`src/hw/rtl/bpt_pkg.sv`:
```
// Shared types, constants and helpers for the baseline peak trigger.
package bpt_pkg;

   localparam int MAX_SAMPLES  = 32;
   localparam int MAX_CHANNELS = 256;
   localparam int MAX_PACKETS  = 32;
   localparam int HIT_LIMIT    = (MAX_PACKETS < 63) ? MAX_PACKETS : 63;

   localparam int SAMPLE_W   = 14;
   localparam int NSAMP_W    = 6;
   localparam int NCHAN_W    = 9;
   localparam int THRESH_W   = 14;
   localparam int SIDX_W     = 5;
   localparam int CIDX_W     = 8;
   localparam int LOW_W      = 16;
   localparam int HIGH_W     = 19;
   localparam int PEAK_W     = 16;
   localparam int HITS_W     = 6;
   localparam int CSR_IDX_W  = 2;
   localparam int CSR_DATA_W = 14;

   localparam logic [NSAMP_W-1:0]  NSAMP_RESET  = 6'd31;
   localparam logic [NCHAN_W-1:0]  NCHAN_RESET  = 9'd64;
   localparam logic [THRESH_W-1:0] THRESH_RESET = 14'd1500;

   localparam logic [NSAMP_W-1:0] NSAMP_MIN = 6'd6;
   localparam logic [NSAMP_W-1:0] NSAMP_MAX = NSAMP_W'(MAX_SAMPLES);
   localparam logic [NCHAN_W-1:0] NCHAN_MIN = 9'd1;
   localparam logic [NCHAN_W-1:0] NCHAN_MAX = NCHAN_W'(MAX_CHANNELS);
   localparam logic [HITS_W-1:0]  HIT_MAX   = HITS_W'(HIT_LIMIT);

   typedef enum logic [CSR_IDX_W-1:0] {
      CSR_SAMPLES_PER_CHANNEL = 2'd0,
      CSR_CHANNELS_PER_PACKET = 2'd1,
      CSR_PEAK_THRESHOLD      = 2'd2
   } csr_index_type;

   typedef struct packed {
      logic [NSAMP_W-1:0]  samples_per_channel;
      logic [NCHAN_W-1:0]  channels_per_packet;
      logic [THRESH_W-1:0] peak_threshold;
   } cfg_type;

   typedef struct packed {
      logic [PEAK_W-1:0] peak_thirds;
      logic              over_threshold;
      logic [HITS_W-1:0] event_hit_count;
      logic              end_of_event;
   } rsp_type;

   function automatic logic [NSAMP_W-1:0] eff_samples(input logic [NSAMP_W-1:0] n);
      logic [NSAMP_W-1:0] r;
      r = n;
      if (r < NSAMP_MIN) r = NSAMP_MIN;
      if (r > NSAMP_MAX) r = NSAMP_MAX;
      return r;
   endfunction

   function automatic logic [NCHAN_W-1:0] eff_channels(input logic [NCHAN_W-1:0] n);
      logic [NCHAN_W-1:0] r;
      r = n;
      if (r < NCHAN_MIN) r = NCHAN_MIN;
      if (r > NCHAN_MAX) r = NCHAN_MAX;
      return r;
   endfunction

endpackage

```
`src/hw/rtl/bpt_csr.sv`:
```
// Configuration registers written through the plain write port.
module bpt_csr (
   input  logic                           clock,
   input  logic                           reset,
   input  logic                           csr_we,
   input  logic [bpt_pkg::CSR_IDX_W-1:0]  csr_index,
   input  logic [bpt_pkg::CSR_DATA_W-1:0] csr_wdata,
   output bpt_pkg::cfg_type               cfg
);

   bpt_pkg::cfg_type cfg_ff, cfg_in;

   always_comb begin
      cfg_in = cfg_ff;
      if (csr_we) begin
         unique case (csr_index)
            bpt_pkg::CSR_SAMPLES_PER_CHANNEL:
               cfg_in.samples_per_channel = csr_wdata[bpt_pkg::NSAMP_W-1:0];
            bpt_pkg::CSR_CHANNELS_PER_PACKET:
               cfg_in.channels_per_packet = csr_wdata[bpt_pkg::NCHAN_W-1:0];
            bpt_pkg::CSR_PEAK_THRESHOLD:
               cfg_in.peak_threshold = csr_wdata[bpt_pkg::THRESH_W-1:0];
            default: ; // drop writes beyond the register list
         endcase
      end
   end

   always_ff @(posedge clock) begin
      if (reset) begin
         cfg_ff.samples_per_channel <= bpt_pkg::NSAMP_RESET;
         cfg_ff.channels_per_packet <= bpt_pkg::NCHAN_RESET;
         cfg_ff.peak_threshold      <= bpt_pkg::THRESH_RESET;
      end else begin
         cfg_ff <= cfg_in;
      end
   end

   assign cfg = cfg_ff;

endmodule

```
`src/hw/rtl/bpt_accum.sv`:
```
// Per-sample baseline, channel peak and packet peak accumulation.
module bpt_accum (
   input  logic                         clock,
   input  logic                         reset,
   input  bpt_pkg::cfg_type             cfg,
   input  logic [bpt_pkg::SAMPLE_W-1:0] sample,
   input  logic                         last_pkt,
   input  logic                         step,
   output logic                         produce,
   output bpt_pkg::rsp_type             rsp
);

   logic [bpt_pkg::SIDX_W-1:0]   sample_index_ff, sample_index_in;
   logic [bpt_pkg::CIDX_W-1:0]   channel_index_ff, channel_index_in;
   logic [bpt_pkg::LOW_W-1:0]    low_sum_ff, low_sum_in;
   logic [bpt_pkg::HIGH_W-1:0]   high_sum_ff, high_sum_in;
   logic [bpt_pkg::SAMPLE_W-1:0] chan_max_ff, chan_max_in;
   logic [bpt_pkg::PEAK_W-1:0]   packet_peak_ff, packet_peak_in;
   logic [bpt_pkg::HITS_W-1:0]   hit_count_ff, hit_count_in;

   logic [bpt_pkg::NSAMP_W-1:0]  ns;
   logic [bpt_pkg::NCHAN_W-1:0]  nc;
   logic [bpt_pkg::NSAMP_W-1:0]  sidx_ext;
   logic [bpt_pkg::LOW_W-1:0]    low_acc;
   logic [bpt_pkg::HIGH_W-1:0]   high_acc;
   logic [bpt_pkg::SAMPLE_W-1:0] max_acc;
   logic [bpt_pkg::HIGH_W-1:0]   base;
   logic [bpt_pkg::HIGH_W-1:0]   top;
   logic [bpt_pkg::PEAK_W-1:0]   pk;
   logic [bpt_pkg::PEAK_W-1:0]   peak;
   logic [bpt_pkg::PEAK_W-1:0]   thresh3;
   logic [bpt_pkg::HITS_W-1:0]   hits_after;
   logic                         chan_done;
   logic                         pkt_done;
   logic                         over;

   always_comb begin
      ns       = bpt_pkg::eff_samples(cfg.samples_per_channel);
      nc       = bpt_pkg::eff_channels(cfg.channels_per_packet);
      sidx_ext = {1'b0, sample_index_ff};

      low_acc  = low_sum_ff;
      high_acc = high_sum_ff;
      if (sidx_ext < 6'd3)
         low_acc = low_sum_ff + bpt_pkg::LOW_W'(sample);
      if (sidx_ext >= ns - 6'd3)
         high_acc = high_sum_ff + bpt_pkg::HIGH_W'(sample);
      max_acc = (sample > chan_max_ff) ? sample : chan_max_ff;

      chan_done = (sidx_ext + 6'd1) >= ns;
      pkt_done  = chan_done && ((bpt_pkg::NCHAN_W'(channel_index_ff) + 9'd1) >= nc);

      // baseline and peak stay in thirds of a count
      base = (bpt_pkg::HIGH_W'(low_acc) < high_acc) ? bpt_pkg::HIGH_W'(low_acc) : high_acc;
      top  = (bpt_pkg::HIGH_W'(max_acc) << 1) + bpt_pkg::HIGH_W'(max_acc);
      pk   = (top > base) ? bpt_pkg::PEAK_W'(top - base) : '0;
      peak = (pk > packet_peak_ff) ? pk : packet_peak_ff;

      thresh3    = (bpt_pkg::PEAK_W'(cfg.peak_threshold) << 1)
                 + bpt_pkg::PEAK_W'(cfg.peak_threshold);
      over       = peak > thresh3;
      hits_after = (over && (hit_count_ff < bpt_pkg::HIT_MAX)) ? hit_count_ff + 6'd1
                                                             : hit_count_ff;

      sample_index_in  = sample_index_ff;
      channel_index_in = channel_index_ff;
      low_sum_in       = low_sum_ff;
      high_sum_in      = high_sum_ff;
      chan_max_in      = chan_max_ff;
      packet_peak_in   = packet_peak_ff;
      hit_count_in     = hit_count_ff;

      if (step) begin
         if (!chan_done) begin
            sample_index_in = sample_index_ff + 5'd1;
            low_sum_in      = low_acc;
            high_sum_in     = high_acc;
            chan_max_in     = max_acc;
         end else begin
            // clear the channel, then advance or close the packet
            sample_index_in = '0;
            low_sum_in      = '0;
            high_sum_in     = '0;
            chan_max_in     = '0;
            if (!pkt_done) begin
               channel_index_in = channel_index_ff + 8'd1;
               packet_peak_in   = peak;
            end else begin
               channel_index_in = '0;
               packet_peak_in   = '0;
               hit_count_in     = last_pkt ? '0 : hits_after;
            end
         end
      end

      produce             = pkt_done;
      rsp.peak_thirds     = peak;
      rsp.over_threshold  = over;
      rsp.event_hit_count = last_pkt ? hits_after : '0;
      rsp.end_of_event    = last_pkt;
   end

   always_ff @(posedge clock) begin
      if (reset) begin
         sample_index_ff  <= '0;
         channel_index_ff <= '0;
         low_sum_ff       <= '0;
         high_sum_ff      <= '0;
         chan_max_ff      <= '0;
         packet_peak_ff   <= '0;
         hit_count_ff     <= '0;
      end else begin
         sample_index_ff  <= sample_index_in;
         channel_index_ff <= channel_index_in;
         low_sum_ff       <= low_sum_in;
         high_sum_ff      <= high_sum_in;
         chan_max_ff      <= chan_max_in;
         packet_peak_ff   <= packet_peak_in;
         hit_count_ff     <= hit_count_in;
      end
   end

endmodule

```
`src/hw/rtl/bpt_rsp_buf.sv`:
```
// Result register that holds one item until the downstream side takes it.
module bpt_rsp_buf (
   input  logic             clock,
   input  logic             reset,
   input  logic             load,
   input  bpt_pkg::rsp_type load_data,
   output logic             space,
   output logic             rsp_tvalid,
   input  logic             rsp_tready,
   output bpt_pkg::rsp_type rsp_data
);

   logic             valid_ff, valid_in;
   bpt_pkg::rsp_type data_ff;

   assign space = !valid_ff || rsp_tready;

   always_comb begin
      valid_in = valid_ff;
      if (load)
         valid_in = 1'b1;
      else if (rsp_tready)
         valid_in = 1'b0;
   end

   always_ff @(posedge clock) begin
      if (reset) begin
         valid_ff <= 1'b0;
      end else begin
         valid_ff <= valid_in;
      end
   end

   always_ff @(posedge clock) begin
      if (load) begin
         data_ff <= load_data;
      end
   end

   assign rsp_tvalid = valid_ff;
   assign rsp_data   = data_ff;

endmodule

```
`src/hw/rtl/baseline_peak_trigger_core.sv`:
```
// Top level of the baseline-subtracted packet peak trigger.
//
// Takes one converter sample per item, channel by channel and in sample order
// within a channel. Each channel's baseline is the lower of the mean of its
// first three and last three samples; the packet peak is the largest
// baseline-subtracted channel maximum, in thirds of a count. One result item
// leaves after each packet's final sample, flagged when the peak exceeds
// three times peak_threshold; on the event's last packet it also carries the
// number of packets over threshold. The block takes one item per cycle while no
// result waits on a full result register: each sample passes an input register,
// then the accumulate logic, which loads the result register with the result of
// the packet's final sample. The accumulate step only waits when a result is
// due and the result register is still full and not being read. Configuration
// writes take effect on the next cycle.
module baseline_peak_trigger_core (
   input  logic                           clock,
   input  logic                           reset,

   input  logic                           req_tvalid,
   output logic                           req_tready,
   input  logic [15:0]                    req_tdata,  // [13:0] adc_sample
   input  logic                           req_tlast,  // last_packet_of_event

   output logic                           rsp_tvalid,
   input  logic                           rsp_tready,
   output logic [23:0]                    rsp_tdata,  // [15:0] peak_thirds,
                                                      // [21:16] event_hit_count
   output logic                           rsp_tuser,  // over_threshold
   output logic                           rsp_tlast,  // end_of_event

   input  logic                           csr_we,
   input  logic [bpt_pkg::CSR_IDX_W-1:0]  csr_index,
   input  logic [bpt_pkg::CSR_DATA_W-1:0] csr_wdata
);

   logic                         in_valid_ff, in_valid_in;
   logic [bpt_pkg::SAMPLE_W-1:0] in_sample_ff;
   logic                         in_last_ff;

   bpt_pkg::cfg_type cfg;
   bpt_pkg::rsp_type step_rsp;
   bpt_pkg::rsp_type out_rsp;
   logic             produce;
   logic             space;
   logic             advance;
   logic             take;

   // advance the held item unless it closes a packet and the result slot is full and not being read
   assign advance    = in_valid_ff && (!produce || space);
   assign req_tready = !in_valid_ff || advance;
   assign take       = req_tvalid && req_tready;

   always_comb begin
      in_valid_in = in_valid_ff;
      if (take)
         in_valid_in = 1'b1;
      else if (advance)
         in_valid_in = 1'b0;
   end

   always_ff @(posedge clock) begin
      if (reset) begin
         in_valid_ff <= 1'b0;
      end else begin
         in_valid_ff <= in_valid_in;
      end
   end

   always_ff @(posedge clock) begin
      if (take) begin
         in_sample_ff <= req_tdata[bpt_pkg::SAMPLE_W-1:0];
         in_last_ff   <= req_tlast;
      end
   end

   bpt_csr u_csr (
      .clock     (clock),
      .reset     (reset),
      .csr_we    (csr_we),
      .csr_index (csr_index),
      .csr_wdata (csr_wdata),
      .cfg       (cfg)
   );

   bpt_accum u_accum (
      .clock    (clock),
      .reset    (reset),
      .cfg      (cfg),
      .sample   (in_sample_ff),
      .last_pkt (in_last_ff),
      .step     (advance),
      .produce  (produce),
      .rsp      (step_rsp)
   );

   bpt_rsp_buf u_rsp_buf (
      .clock      (clock),
      .reset      (reset),
      .load       (advance && produce),
      .load_data  (step_rsp),
      .space      (space),
      .rsp_tvalid (rsp_tvalid),
      .rsp_tready (rsp_tready),
      .rsp_data   (out_rsp)
   );

   assign rsp_tdata = {2'b00, out_rsp.event_hit_count, out_rsp.peak_thirds};
   assign rsp_tuser = out_rsp.over_threshold;
   assign rsp_tlast = out_rsp.end_of_event;

endmodule

```
`config.mk`:
```
export PLATFORM = sky130hd
export DESIGN_NAME = baseline_peak_trigger_core
export DESIGN_NICKNAME = d
export VERILOG_FILES = /design/src/hw/rtl/bpt_pkg.sv /design/src/hw/rtl/bpt_csr.sv /design/src/hw/rtl/bpt_accum.sv /design/src/hw/rtl/bpt_rsp_buf.sv /design/src/hw/rtl/baseline_peak_trigger_core.sv
export SDC_FILE = /design/constraint.sdc
export NUM_CORES = 1
export LEC_CHECK = 0
export ABC_AREA = 1
export BUFFER_PORTS_ARGS = -buffer_cell sky130_fd_sc_hd__buf_2
export CAP_MARGIN = 10
export CORE_MARGIN = 2
export CORE_UTILIZATION = 45
export DETAILED_ROUTE_END_ITERATION = 8
export HOLD_SLACK_MARGIN = 0.12
export SLEW_MARGIN = 20
export SYNTH_ARGS = -nofsm -noshare
export SYNTH_HDL_FRONTEND = slang
export SYNTH_SLANG_ARGS = --single-unit
```
`constraint.sdc`:
```
create_clock -name clock -period 11.03 [get_ports clock]
set_input_delay 0.5515 -clock clock [delete_from_list [all_inputs] [get_ports clock]]
set_output_delay 0.5515 -clock clock [all_outputs]
set_load 0.02 [all_outputs]
```
==> metrics.txt <==
Max Root-Sink Buffers=2; Synth Area in Simple Gates=27.5%; fin nets=between 2000 and 2500; Final Skew=0.0122 ns; final core occ=50.6%; Total Routed Length=31600 um; DP HPWL=24300 um; max cap viols=0; DRC violations left=0; Worst EP required=around 11 ns; post-synthesis sequential area ratio=27.8%; Worst path most repeated cell=nand2_1; top cell type's share of synthesized area=18.5%; Crit. End Element=register; Hold Vio Cnt, Final=0; GR Overflow Total=0; Layout area overhead=9.96%; Leakage Power=6.56 nW; # IOs=66; Max Fclk=101 MHz; critical path class=reg2reg; TritonCTS buffer count=17; Post-Place Setup Slack=between 0.6 and 0.7 ns; final setup vio count=0; Wirelength per Cell=14.1 um; worst reg2reg startpoint=u_csr.cfg[26]; Power Density=320 nW/um2; global-route wire length before repair=52100 um; CP peak stage delay=around 0.41 ns; Die Ht=171 um; clock-pin slew on the worst setup and hold paths=roughly 0.07 ns; Worst Tran Pin Value=1.07 ns; routed vias/inst=5.18; post-synthesis mux area share=0%; Final min period=9.94 ns; Hold WS=just under 0.3 ns; DRT iter0 DRCs=797; largest area contributor in the netlist=dfxtp_1; H-tree depth=4; Main synth FF type=dfxtp_1; final period utilization=90.1%; Post-CTS Hold Fix Bufs=0; post-synthesis adder-cell area fraction=approximately 16%; Reg-to-Reg End=u_rsp_buf.rsp_data[2]; antenna diode count=0; post-route antenna net violation count=0; Slew Viols, Final=0; Initial Utilization=46.0%; CP Capture Point=u_rsp_buf.rsp_data[2]; Post-synth EDFFs=39; unique cell type count in the Yosys netlist=47; worst-skew pair later-pin latency=~0.44 ns; fraction of layout cells with a size suffix above 1=7.81%; Clock Tree Root=clkbuf_16; vias in the first global route=10700; Die W=171 um; CP max-delay cell=ha_1; initial antenna violation count=0; slew margin rel.=28.8%; CP arrival=slightly above 10 ns; Synth Register Bits=154; GRT Total Usage=between 20% and 30%; via count=11600; ys async rst share=0%; Sink Count=~150; CTS tree=done; Mapped Area=12500 um2; combinational family with the most area after synthesis=simple AND/OR/NAND/NOR gates; die area=29100 um2; Synth Area in XOR/XNOR=4.07%; Mean Syn Cell Area=6.89 um2; Worst Hold Class=in2reg; FF-to-FF path depth=55; VDD IR max=313 uV; status=finished clean; Area contributors post-synth=dfxtp_1, ha_1, nand2_1; Core Rows=60; RePlAce Congestion=0.869; drt pass-1 iters=5; Ys Warns=0; Compound-Gate Fraction of Synth Area=between 10% and 20%; Mapped Cells=approximately 1800; Worst R2R Setup Slack=1.09 ns; worst setup path start=u_csr.cfg[26]; largest net degree at the start of global routing=90; CP startpoint kind=register; CP Max Fanout=21; core area=around 27000 um2; final setup margin=approximately 1.1 ns; Buffers on Ports=61
-- worst max-delay path: cells and delay by family, from the launching register on --
kind | cells | cell delay (ns)
simple gates | 28 | 3.97
fa+ha+maj | 5 | 1.58
buf+inv | 7 | 1.07
xor+xnor | 2 | 0.44
flops | 1 | 0.36
compound gates | 13 | 2.25
-- what timing repair did --
action,CTS,global route
gates resized for setup,0,6
setup buffers,0,2
endpoints found under the setup margin,0,12
-- worst min path at each step --
stage,start,to,slack [ns],cells past startpoint
after floorplan,u_csr.cfg[23],u_csr.cfg[23],0.43,2
after global placement,u_accum.packet_peak_ff[10],u_accum.packet_peak_ff[10],0.45,2
after detailed placement,u_accum.packet_peak_ff[11],u_accum.packet_peak_ff[11],0.46,2
after CTS,req_tdata[10],in_sample_ff[10],0.27,1
after global routing,req_tdata[12],in_sample_ff[12],0.27,1
final,req_tdata[12],in_sample_ff[12],0.29,1
-- layer usage --
metal	global-route usage, %	vias to the layer above	part of all wire, %
li1	-	6093	-
met1	31.8	5302	50
met3	2.89	22	4.0
met2	35.8	188	45
met5	0	-	0
met4	5.09	0	1.1
-- Yosys cell counts (3+ instances only) --
master	n
a31oi_1	3
fa_1	5
dfxtp_1	115
inv_1	249
clkbuf_1	36
nand3b_1	11
edfxtp_1	39
inv_2	3
a21oi_1	193
nor3b_1	3
o21a_1	12
o211ai_1	19
nand3_1	98
nor2_2	4
nand2_2	4
nand4_1	40
o31ai_1	4
buf_2	7
o21bai_1	6
o21ai_1	3
o21ai_0	87
nand2_1	505
ha_1	156
a21o_1	4
xnor2_1	17
and2_1	5
or2_2	24
nor4_1	3
nor2_1	77
xor2_1	41
nor3_1	16
-- power by group --
part           switching, mW  internal [mW]  total [mW]
sequential            0.0181          0.713       0.731
clock                  0.267          0.300       0.566
combinational           1.95           1.15        3.10
-- metrics by stage --
step                      instances  setup TNS, ns  cell area, um2  total power, mW
after floorplan                1813              0           12500             3.01
after global placement         2207              0           13100             3.73
after detailed placement       2207              0           13100             3.78
after CTS                      2239              0           13700             4.37
after global routing           2241        -0.0142           13700             4.93
final                          2241              0           13700             4.40
-- cells by family after synthesis --
group,Yosys count
compound gates,341
other cells,1
simple gates,797
buf+inv,300
flops,154
fa+ha+maj,161
xor+xnor,58
-- layout make-up --
class	count	area [um2]
Sequential cell	154	3470
Inverter	252	946
Clock buffer	19	443
Tap cell	372	465
Timing Repair Buffer	72	388
Clock inverter	13	110
Fill cell	2755	13400
Multi-Input combinational cell	1359	7890
-- layout by cell type, fill, tap and decap left out, types with 12 or more instances in the layout --
cell | Yosys | routed
clkbuf_16 | 0 | 17
nand4_1 | 40 | 40
xor2_1 | 41 | 41
nand2_1 | 505 | 503
nand3_1 | 98 | 98
nor2_1 | 77 | 76
a21oi_1 | 193 | 193
nor3_1 | 16 | 16
edfxtp_1 | 39 | 39
o21ai_0 | 87 | 84
inv_1 | 249 | 249
o211ai_1 | 19 | 19
dfxtp_1 | 115 | 115
xnor2_1 | 17 | 17
ha_1 | 156 | 156
o21a_1 | 12 | 12
buf_2 | 7 | 61
or2_2 | 24 | 24
-- sequential cells by signal, indices dropped and copies added, names as in the netlist, 5 cells and up --
| register | flops |
|---|---|
| in_sample_ff | 14 |
| u_csr.cfg | 29 |
| u_accum.low_sum_ff | 16 |
| u_accum.channel_index_ff | 8 |
| u_accum.hit_count_ff | 6 |
| u_accum.chan_max_ff | 14 |
| u_accum.high_sum_ff | 19 |
| u_accum.packet_peak_ff | 16 |
| u_accum.sample_index_ff | 5 |
| u_rsp_buf.rsp_data | 24 |
Note: power is estimated with default switching activity, not from simulation.
